### config.mk
export PLATFORM = sky130hd
export DESIGN_NAME = avpg_clock_split
export DESIGN_NICKNAME = d
export VERILOG_FILES = /design/src/rtl/avpg_pkg.sv /design/src/rtl/avpg_clock_split.sv
export SDC_FILE = /design/constraint.sdc
export NUM_CORES = 1
export LEC_CHECK = 0
export ABC_AREA = 1
export BUFFER_PORTS_ARGS = -buffer_cell sky130_fd_sc_hd__clkbuf_2
export CAP_MARGIN = 0
export CORE_UTILIZATION = 62
export DETAILED_ROUTE_END_ITERATION = 16
export HOLD_SLACK_MARGIN = 0.12
export PLACE_DENSITY = 0.92
export REMOVE_ABC_BUFFERS = 1
export SLEW_MARGIN = 20
export SYNTH_ARGS = -nofsm -noshare
export SYNTH_HDL_FRONTEND = slang
export SYNTH_SLANG_ARGS = --single-unit
### constraint.sdc
create_clock -name clk -period 5.4 [get_ports clk]
set_input_delay 0.27 -clock clk [delete_from_list [all_inputs] [get_ports clk]]
set_output_delay 0.27 -clock clk [all_outputs]
set_load 0.03 [all_outputs]
### src/rtl/avpg_pkg.sv
`timescale 1ns / 1ps
`default_nettype none
// ----------------------------------------------------------------------------
// Attribute video pixel generator package
// Shared command codes, field widths and color constants.
// ----------------------------------------------------------------------------
package avpg_pkg;

  // Command codes carried by each input beat.
  typedef enum logic [1:0] {
    CMD_WRITE     = 2'd0,
    CMD_BORDER    = 2'd1,
    CMD_FRAME_END = 2'd2,
    CMD_RENDER    = 2'd3
  } cmd_t;

  // Field widths. The line number width covers the shortest allowed line
  // length; the column width covers the longest.
  localparam int CLK_W  = 17;
  localparam int LINE_W = 11;
  localparam int CO_W   = 10;
  localparam int ADDR_W = 13;

  // Display memory layout.
  localparam int          MEM_DEPTH    = 6912;
  localparam int          BITMAP_LINES = 192;
  localparam logic [ADDR_W-1:0] ATTR_BASE = 13'h1800;

  // Attribute byte bits.
  localparam int ATTR_FLASH_BIT  = 7;
  localparam int ATTR_BRIGHT_BIT = 6;

  // Color intensities.
  localparam logic [7:0] LEVEL_DIM    = 8'hD8;
  localparam logic [7:0] LEVEL_BRIGHT = 8'hFF;

endpackage
`default_nettype wire

### src/rtl/avpg_clock_split.sv
`timescale 1ns / 1ps
`default_nettype none
// ----------------------------------------------------------------------------
// Frame clock splitter
// Splits a frame clock count into line number and clock within the line,
// using a reciprocal multiply in one stage and a single correction step in
// the next, with both stages advancing on en.
// ----------------------------------------------------------------------------
module avpg_clock_split #(
  parameter int LINE_CLOCKS = 224
) (
  input  wire logic                         clk,
  input  wire logic                         en,
  input  wire logic [avpg_pkg::CLK_W-1:0]   frame_clock,
  output logic      [avpg_pkg::LINE_W-1:0]  line,
  output logic      [avpg_pkg::CO_W-1:0]    co
);

  localparam int ClkW   = avpg_pkg::CLK_W;
  localparam int LineW  = avpg_pkg::LINE_W;
  localparam int CoW    = avpg_pkg::CO_W;
  // Reciprocal scaled by the full clock range, so the estimate is low by
  // at most one line.
  localparam int Recip  = (2 ** ClkW) / LINE_CLOCKS;
  localparam int RecipW = $clog2(Recip + 1);
  localparam int ProdW  = ClkW + RecipW;

  logic [ProdW-1:0] prod;
  logic [ClkW-1:0]  clk_b;
  logic [LineW-1:0] q_est;
  logic [ClkW-1:0]  rem;
  logic             corr;

  // First stage: reciprocal product.
  always_ff @(posedge clk) begin
    if (en) begin
      prod  <= ProdW'(frame_clock) * ProdW'(Recip);
      clk_b <= frame_clock;
    end
  end

  // Second stage: remainder and one correction step.
  always_comb begin
    q_est = LineW'(prod >> ClkW);
    rem   = clk_b - ClkW'(q_est * LINE_CLOCKS);
    corr  = 32'(rem) >= LINE_CLOCKS;
  end

  always_ff @(posedge clk) begin
    if (en) begin
      line <= q_est + LineW'(corr);
      co   <= corr ? CoW'(rem - ClkW'(LINE_CLOCKS)) : CoW'(rem);
    end
  end

endmodule
`default_nettype wire

==> results of run 1 <==
how the worst max path moves through the flow:
stage | to | slack (ps) | cells after the start
global route | line[8]$_DFFE_PP_ | -30 | 26
finish | line[8]$_DFFE_PP_ | 390 | 26
detailed placement | line[8]$_DFFE_PP_ | 420 | 26
global placement | line[8]$_DFFE_PP_ | 710 | 26
floorplan | line[8]$_DFFE_PP_ | 950 | 25
CTS | line[8]$_DFFE_PP_ | 370 | 26
Yosys cell counts:
cell type / number / area share [%]
a211o_1: 1 / 0.16
a211oi_1: 2 / 0.28
a21boi_0: 1 / 0.14
a21o_1: 2 / 0.28
a21oi_1: 29 / 2.7
a21oi_2: 2 / 0.33
a31oi_1: 1 / 0.12
and3_1: 1 / 0.12
edfxtp_1: 48 / 27
fa_1: 33 / 12
ha_1: 98 / 23
inv_1: 137 / 9.7
inv_2: 1 / 0.071
nand2_1: 106 / 7.5
nand2_2: 2 / 0.24
nand2_4: 1 / 0.21
nand3_1: 31 / 2.9
nand3b_1: 2 / 0.28
nand4_1: 8 / 0.94
nor2_1: 39 / 2.8
nor2_2: 3 / 0.35
nor3_1: 4 / 0.38
nor4_1: 3 / 0.35
o211a_1: 1 / 0.19
o211ai_1: 2 / 0.28
o21a_1: 2 / 0.28
o21ai_0: 13 / 1.2
o21ai_1: 1 / 0.094
o21ai_2: 2 / 0.33
o21bai_1: 3 / 0.42
o311a_1: 1 / 0.19
xnor2_1: 13 / 2.1
xor2_1: 15 / 2.5
logic make-up after synthesis:
group,Yosys count,synth area share (%)
fa+ha+maj,131,35.5
xor+xnor,28,4.61
simple gates,200,16.0
compound gates,63,7.06
buf+inv,138,9.74
flops,48,27.1
per-stage QoR:
step                instance area [µm²]  worst slack, ps  utilization, %  TNS (ps)  instances
floorplan                          5320              955               -         0        608
global placement                   5650              709            68.4         0        752
detailed placement                 5650              418            68.4         0        752
CTS                                5730              374            69.4         0        760
global route                       5760            -25.7            69.7     -25.7        763
finish                             5760              385            69.7         0        763
per-layer routing:
layer / up-vias / global-route usage, % / part of all wire (%)
met2: 136 / 51.7 / 51
li1: 2057 / - / -
met5: - / 0 / 0
met1: 2045 / 33.1 / 40
met4: 0 / 10.5 / 3.6
met3: 39 / 2.42 / 4.7
registers in the layout, indices dropped and copies added, names as in the netlist:
name and cells:
clk_b 14, co 10, line 11, prod 13
area by class of cell:
type / instances / area share [%]
Timing Repair Buffer: 42 / 3.78
Inverter: 138 / 9.00
Sequential cell: 48 / 25.0
Clock inverter: 2 / 0.283
Multi-Input combinational cell: 422 / 58.4
Clock buffer: 6 / 1.26
Tap cell: 105 / 2.28
worst reg2reg max path, cell delays in order (launching register included):
cell and delay [ps]:
edfxtp_1 530, fa_1 580, ha_1 220, inv_1 80
fa_1 420, o21ai_1 240, a21oi_1 110, o21bai_1 210
nand2_1 80, nand2_1 60, a21oi_1 70, xor2_1 150
ha_1 330, a21oi_1 140, a21boi_0 190, nand2_1 90
inv_1 50, nand2_1 40, nand2_1 60, nor2_2 50
nand2_4 110, ha_1 230, ha_1 210, nand2_1 110
inv_1 100, nand3_1 130, xor2_1 180
timing repair:
| action | 4_1_cts | 5_1_grt |
|---|---|---|
| setup buffers | 0 | 3 |
| endpoints found under the setup margin | 0 | 2 |
| hold buffers | 0 | 0 |
| gates resized for setup | 0 | 1 |
==> metrics, run 1 <==
Nets 807; number of global-route vias before repair 4311; critical path fanouts, max 7; Synth Area per Inst 8.75 µm²; initial antenna violation count 0; vias per cell 5.61; die height 94.6 µm; register area share after synthesis 27.1%; # port buffers 39; WS Path Type reg -> reg; Fin Clk Skew 9.99 ps; layout cells sized above 1 9.12%; worst-margin pin slew 1050 ps; Final min period 5010 ps; crit path DAT 5070 ps; worst hold slack 152 ps; I/O Pins 40; initial DRC count 260; CTS tree yes; fmax 199 MHz; htree depth 2; largest net degree at the start of global routing 49; wire per inst 15.7 µm; Rel. slew slack 29.9%; Die Wd 94.6 µm; storage element area 0.00144 mm²; Setup Viol. Count Final 0; buffer depth of the longest clock path 2; commonest non-fill, non-tap cell in the layout inv_1; Num CTS Buffers 5; R2R cell count 26; grt ovf 0; antenna diode count 0; TritonRoute pass-1 iters 6; Final Slew Violations 0; vias post-DR 4277; clock latency on the worst-skew pair 310 ps; die area 0.00895 mm²; Worst-path clk slew 100 ps; core area 0.00826 mm²; Syn Inst Count 608; CTS sink count 48; synthesized flop and latch total 48; area of the multi-input gates 0.00336 mm²; HPWL Detailed 9440 µm; drt drc 0; # rows 33; RR Startpoint prod[18]$_DFFE_PP_; Root Driver clkbuf_8; CP delay by family, top adder cells; WP buf/inv 3; most frequent cells in the layout inv_1 (137), nand2_1 (106), ha_1 (98); status completed; CP endpoint kind flop; min-delay src frame_clock[1]; worst path required time 5450 ps; count of filler cells inserted in the layout 609; Hold Path Class in -> reg; CP startpoint prod[18]$_DFFE_PP_; antenna viol nets, final 0; Worst R2R Setup Slack 390 ps; global-route wire length before repair 19200 µm; Mapped Area 0.00532 mm²; routability-driven placement congestion ratio 0.877; hold path endpoint prod[1]$_DFFE_PP_; final hold vios 0; fin crit share 92.9%; Initial Util 64.4%; Ys Warns 0; hold depth 1; crit-path max cell delay 580 ps; overall routing resource usage 27.8%; Layout area overhead 8.23%; Most Frequent Cell on Critical Path nand2_1; Max-Cap Viols 0; Routed WL 11900 µm; R2R Path End line[8]$_DFFE_PP_; CP startpoint kind flop; slowest stage cell, crit path fa_1; distinct cell type count after synthesis 33
Power of run 1 is not shown: default switching activity piles up to over one toggle a cycle in this logic, so the estimate is an artifact.
==> run 2: changes to the inputs <==
--- a/config.mk
+++ b/config.mk
@@ -8,10 +8,10 @@
 export ABC_AREA = 1
 export BUFFER_PORTS_ARGS = -buffer_cell sky130_fd_sc_hd__clkbuf_2
 export CAP_MARGIN = 0
-export CORE_UTILIZATION = 62
+export CORE_UTILIZATION = 60
 export DETAILED_ROUTE_END_ITERATION = 16
 export HOLD_SLACK_MARGIN = 0.12
-export PLACE_DENSITY = 0.92
+export PLACE_DENSITY = 0.9
 export REMOVE_ABC_BUFFERS = 1
 export SLEW_MARGIN = 20
 export SYNTH_ARGS = -nofsm -noshare
==> constraint.sdc (replaced) <==
create_clock -name clk -period 5.4 [get_ports clk]
set_input_delay 1.62 -clock clk [delete_from_list [all_inputs] [get_ports clk]]
set_output_delay 1.62 -clock clk [all_outputs]
set_load 0.03 [all_outputs]
==> metrics, run 2 (synthesis results as in run 1) <==
status completed; wire per inst 16.1 µm (+2.6%); I/O Pins 40 (unchanged); Levels on crit path 26 (unchanged); routability-driven placement congestion ratio 1.02 (+16%); # port buffers 39 (unchanged); antenna viol nets, final 0 (unchanged); Setup Viol. Count Final 0 (unchanged); Initial Util 63.5% (-0.95 points); hold path endpoint co[3]$_DFFE_PP_; hold depth 0 (-1); WP buf/inv 3 (unchanged); Die Wd 96.2 µm (+1.6%); die area 0.00924 mm² (+3.3%); CP endpoint kind flop; Final min period 5190 ps (+177 ps); RR Startpoint prod[19]$_DFFE_PP_; Core Util, Final 69.1% (-0.63 points); die height 96.2 µm (+1.6%); core area 0.00838 mm² (+1.5%); grt ovf 0 (unchanged); drt drc 0 (unchanged); worst hold slack 470 ps (+318 ps); CTS tree yes; most frequent cells in the layout inv_1 (137), nand2_1 (106), ha_1 (98); Worst-path clk slew 100 ps (about the same); fin crit share 96.1% (+3.3 points); Worst R2R Setup Slack 210 ps (-180 ps); critical path fanouts, max 7 (unchanged); Fin Clk Skew 6.95 ps (-3.04 ps); number of global-route vias before repair 4474 (+3.8%); Rel. slew slack 56.6% (+27 points); Num CTS Buffers 5 (unchanged); buffer depth of the longest clock path 2 (unchanged); worst path required time 5470 ps (+20 ps); CTS sink count 48 (unchanged); Hold Path Class reg -> reg; # rows 33 (unchanged); Final Slew Violations 0 (unchanged); initial antenna violation count 0 (unchanged); layout cells sized above 1 9.41% (+0.29 points); fmax 193 MHz (-3.4%); Reg with most FFs clk_b; final hold vios 0 (unchanged); WS Path Type reg -> reg; R2R cell count 26 (unchanged); Root Driver clkbuf_8; clock latency on the worst-skew pair 310 ps (about the same); max reg flops 14 (unchanged); commonest non-fill, non-tap cell in the layout inv_1; largest net degree at the start of global routing 49 (unchanged); vias per cell 5.65 (+0.73%); crit-path max cell delay 550 ps (-30 ps); global-route wire length before repair 19600 µm (+2.5%); Nets 808 (+0.12%); worst-margin pin slew 651 ps (-400 ps); R2R Path End line[8]$_DFFE_PP_; Routed WL 12300 µm (+2.8%); CP delay by family, top adder cells; crit path DAT 5260 ps (+190 ps); htree depth 2 (unchanged); top flop regs clk_b: 14 flops, prod: 13 flops, line: 11 flops; antenna diode count 0 (unchanged); TritonRoute pass-1 iters 5 (-1); min-delay src clk_b[3]$_DFFE_PP_; vias post-DR 4314 (+0.87%); slowest stage cell, crit path fa_1; initial DRC count 229 (-12%); HPWL Detailed 9680 µm (+2.6%); CP startpoint kind flop; Layout area overhead 8.87%; Max-Cap Viols 0 (unchanged); overall routing resource usage 27.9% (+0.033 points); Most Frequent Cell on Critical Path nand2_1
run 2: final cells by class:
cell class / instances / area [µm²]
multi-input cells: 422 / 3360
fillers: 576 / 2590
flip-flops and latches: 48 / 1440
inverters: 138 / 518
repair buffers: 43 / 225
well taps: 105 / 131
clock buffers: 5 / 68.8
clock inverters: 3 / 42.5
run 2: worst max-delay path by stage:
stage / from / end / slack [ps]
after floorplan: frame_clock[1] / prod[21]$_DFFE_PP_ / 630
after global placement: frame_clock[4] / prod[21]$_DFFE_PP_ / 380
after detailed placement: prod[18]$_DFFE_PP_ / line[8]$_DFFE_PP_ / 200
after CTS: prod[19]$_DFFE_PP_ / line[8]$_DFFE_PP_ / 180
after global routing: prod[19]$_DFFE_PP_ / line[8]$_DFFE_PP_ / -60
final: prod[19]$_DFFE_PP_ / line[8]$_DFFE_PP_ / 210
run 2: what timing repair did:
action | in CTS | in global routing
buffers inserted | 0 | 3
setup endpoints to repair | 0 | 4
resized for setup | 0 | 2
hold buffers | 0 | 0
hold endpoints to repair | 0 | 0
run 2: metrics by stage:
step                      instances  TNS, ps  worst slack, ps  area [µm²]
final                           764        0              208        5790
after global routing            764    -59.7            -59.7        5790
after CTS                       761        0              183        5760
after detailed placement        753        0              199        5650
after global placement          753        0              376        5650
after floorplan                 608        0              633        5320
run 2: routing by layer:
layer / vias to the layer above / global-route usage, % / wire length (µm)
met5: - / 0 / 0
met4: 0 / 15.9 / 609
met3: 57 / 3.16 / 545
met2: 151 / 50.7 / 6390
met1: 2030 / 31.4 / 4730
li1: 2076 / - / -
Power of run 2 is left out for the same reason.
==> run 3: changes to the inputs <==
--- a/config.mk
+++ b/config.mk
@@ -9,9 +9,11 @@
 export BUFFER_PORTS_ARGS = -buffer_cell sky130_fd_sc_hd__clkbuf_2
 export CAP_MARGIN = 0
 export CORE_UTILIZATION = 60
+export CTS_BUF_LIST = sky130_fd_sc_hd__clkbuf_8
 export DETAILED_ROUTE_END_ITERATION = 16
 export HOLD_SLACK_MARGIN = 0.12
 export PLACE_DENSITY = 0.9
+export RECOVER_POWER = 100
 export REMOVE_ABC_BUFFERS = 1
 export SLEW_MARGIN = 20
 export SYNTH_ARGS = -nofsm -noshare
==> metrics, run 3 (synthesis results as in run 1) <==
die height 96.2 µm (unchanged); clock latency on the worst-skew pair 310 ps (about the same); CP endpoint line[8]$_DFFE_PP_; core area 0.00838 mm² (unchanged); worst-margin pin slew 2710 ps (+2060 ps); Routed WL 12300 µm (+0.21%); antenna viol nets, final 0 (unchanged); fmax 193 MHz (about the same); CP startpoint prod[19]$_DFFE_PP_; max reg flops 14 (unchanged); drt drc 0 (unchanged); Setup Viol. Count Final 0 (unchanged); vias post-DR 4332 (+0.42%); CP endpoint kind flop; Root Driver clkbuf_8; htree depth 2 (unchanged); Num CTS Buffers 5 (unchanged); layout cells sized above 1 3.49% (-5.9 points); Hold Path Class reg -> reg; Reg with most FFs clk_b; count of filler cells inserted in the layout 596 (+3.5%); grt ovf 0 (unchanged); HPWL Detailed 9680 µm (unchanged); # rows 33 (unchanged); CTS sink count 48 (unchanged); R2R Path End line[8]$_DFFE_PP_; largest net degree at the start of global routing 49 (unchanged); WS Path Type reg -> reg; global-route wire length before repair 19600 µm (unchanged); I/O Pins 40 (unchanged); final hold vios 0 (unchanged); fin crit share 96.1% (about the same); TritonRoute pass-1 iters 5 (unchanged); crit path DAT 5260 ps (about the same); Worst-path clk slew 100 ps (about the same); CTS tree yes; Die Wd 96.2 µm (unchanged); R2R cell count 26 (unchanged); commonest non-fill, non-tap cell in the layout inv_1; worst path required time 5470 ps (about the same); Initial Util 63.5% (unchanged); Layout area overhead 7.90%; # port buffers 39 (unchanged); wire per inst 16.1 µm (+0.21%); status finished, violations left; initial DRC count 246 (+7.4%); antenna diode count 0 (unchanged); most frequent cells in the layout inv_1 (137), nand2_1 (106), ha_1 (98); failing checks capacitance limit, slew limit; cts hold-fix bufs 0 (unchanged); vias per cell 5.67 (+0.42%); routability-driven placement congestion ratio 1.02 (unchanged); Fin Clk Skew 7.35 ps (+0.398 ps); initial antenna violation count 0 (unchanged); overall routing resource usage 27.9% (unchanged); RR Startpoint prod[19]$_DFFE_PP_; Final min period 5190 ps (-1.71 ps); critical path fanouts, max 7 (unchanged); number of global-route vias before repair 4474 (unchanged); Max-Cap Viols 1 (+1); Rel. slew slack -80.4% (-140 points); Post-Layout Cell Count 764 (unchanged); top flop regs clk_b: 14 flops, prod: 13 flops, line: 11 flops; buffer depth of the longest clock path 2 (unchanged); Nets 808 (unchanged); die area 0.00924 mm² (unchanged); Final Slew Violations 49 (+49); Inst Count DP 753 (unchanged); Worst R2R Setup Slack 210 ps (about the same); CP startpoint kind flop
-- run 3: cell types whose count changed in the layout (fill, tap and decap cells not counted), sizes merged --
cell    before  now
buf          4    3
clkbuf      44   45
-- run 3: cell type report --
type                    instances  area [µm²]  share of cell area (%)
repair buffers                 43         174                    3.03
inverters                     138         518                    9.03
clock inverters                 3        42.5                   0.741
clock buffers                   5        68.8                    1.20
flip-flops and latches         48        1440                    25.1
well taps                     105         131                    2.29
multi-input cells             422        3360                    58.6
-- run 3: critical path, stage by stage, from the launching register on --
cell and delay, ps:
edfxtp_1 540, fa_1 560, ha_1 230, inv_1 80, fa_1 460, o21ai_2 200, a21oi_1 100, o21bai_1 220
nand2_1 90, nand2_1 80, a21oi_1 80, xor2_1 160, ha_1 340, a21oi_1 130, a21boi_0 190, nand2_1 90
inv_1 60, nand2_1 50, nand2_1 100, nor2_2 60, nand2_4 120, ha_1 260, ha_1 220, nand2_1 110
inv_1 110, nand3_1 150, xor2_1 180
-- run 3: worst min-delay path by stage --
| stage | to | startpoint | slack [ps] | depth (start not counted) |
|---|---|---|---|---|
| 3_5_place_dp | co[3]$_DFFE_PP_ | clk_b[3]$_DFFE_PP_ | 440 | 0 |
| 3_3_place_gp | co[0]$_DFFE_PP_ | prod[0]$_DFFE_PP_ | 430 | 0 |
| 6_report | co[3]$_DFFE_PP_ | clk_b[3]$_DFFE_PP_ | 470 | 0 |
| 2_1_floorplan | co[0]$_DFFE_PP_ | prod[0]$_DFFE_PP_ | 430 | 0 |
| 5_1_grt | co[0]$_DFFE_PP_ | prod[0]$_DFFE_PP_ | 480 | 0 |
| 4_1_cts | co[3]$_DFFE_PP_ | clk_b[3]$_DFFE_PP_ | 470 | 0 |
-- run 3: routing by layer --
metal  up-vias  part of all wire, %  GRT usage, %
met5         -                    0             0
met4         0                  4.8          15.9
met3        55                  5.0          3.16
met2       173                   52          50.7
met1      2034                   38          31.4
li1       2070                    -             -
-- run 3: timing repair --
action                                 CTS  global route
setup buffers                            0             3
setup endpoints to repair                0             4
endpoints found under the hold margin    0             0
resized for setup                        0             2
-- run 3: stage by stage --
stage	setup TNS (ps)	hold slack [ps]	setup WS, ps	utilization [%]	area, µm²
2_1_floorplan	0	427	633	-	5320
3_3_place_gp	0	430	376	67.4	5650
3_5_place_dp	0	443	199	67.4	5650
4_1_cts	0	466	183	68.8	5760
5_1_grt	-59.7	484	-59.7	68.5	5740
6_report	0	469	210	68.5	5740
Power of run 3 is left out for the same reason.
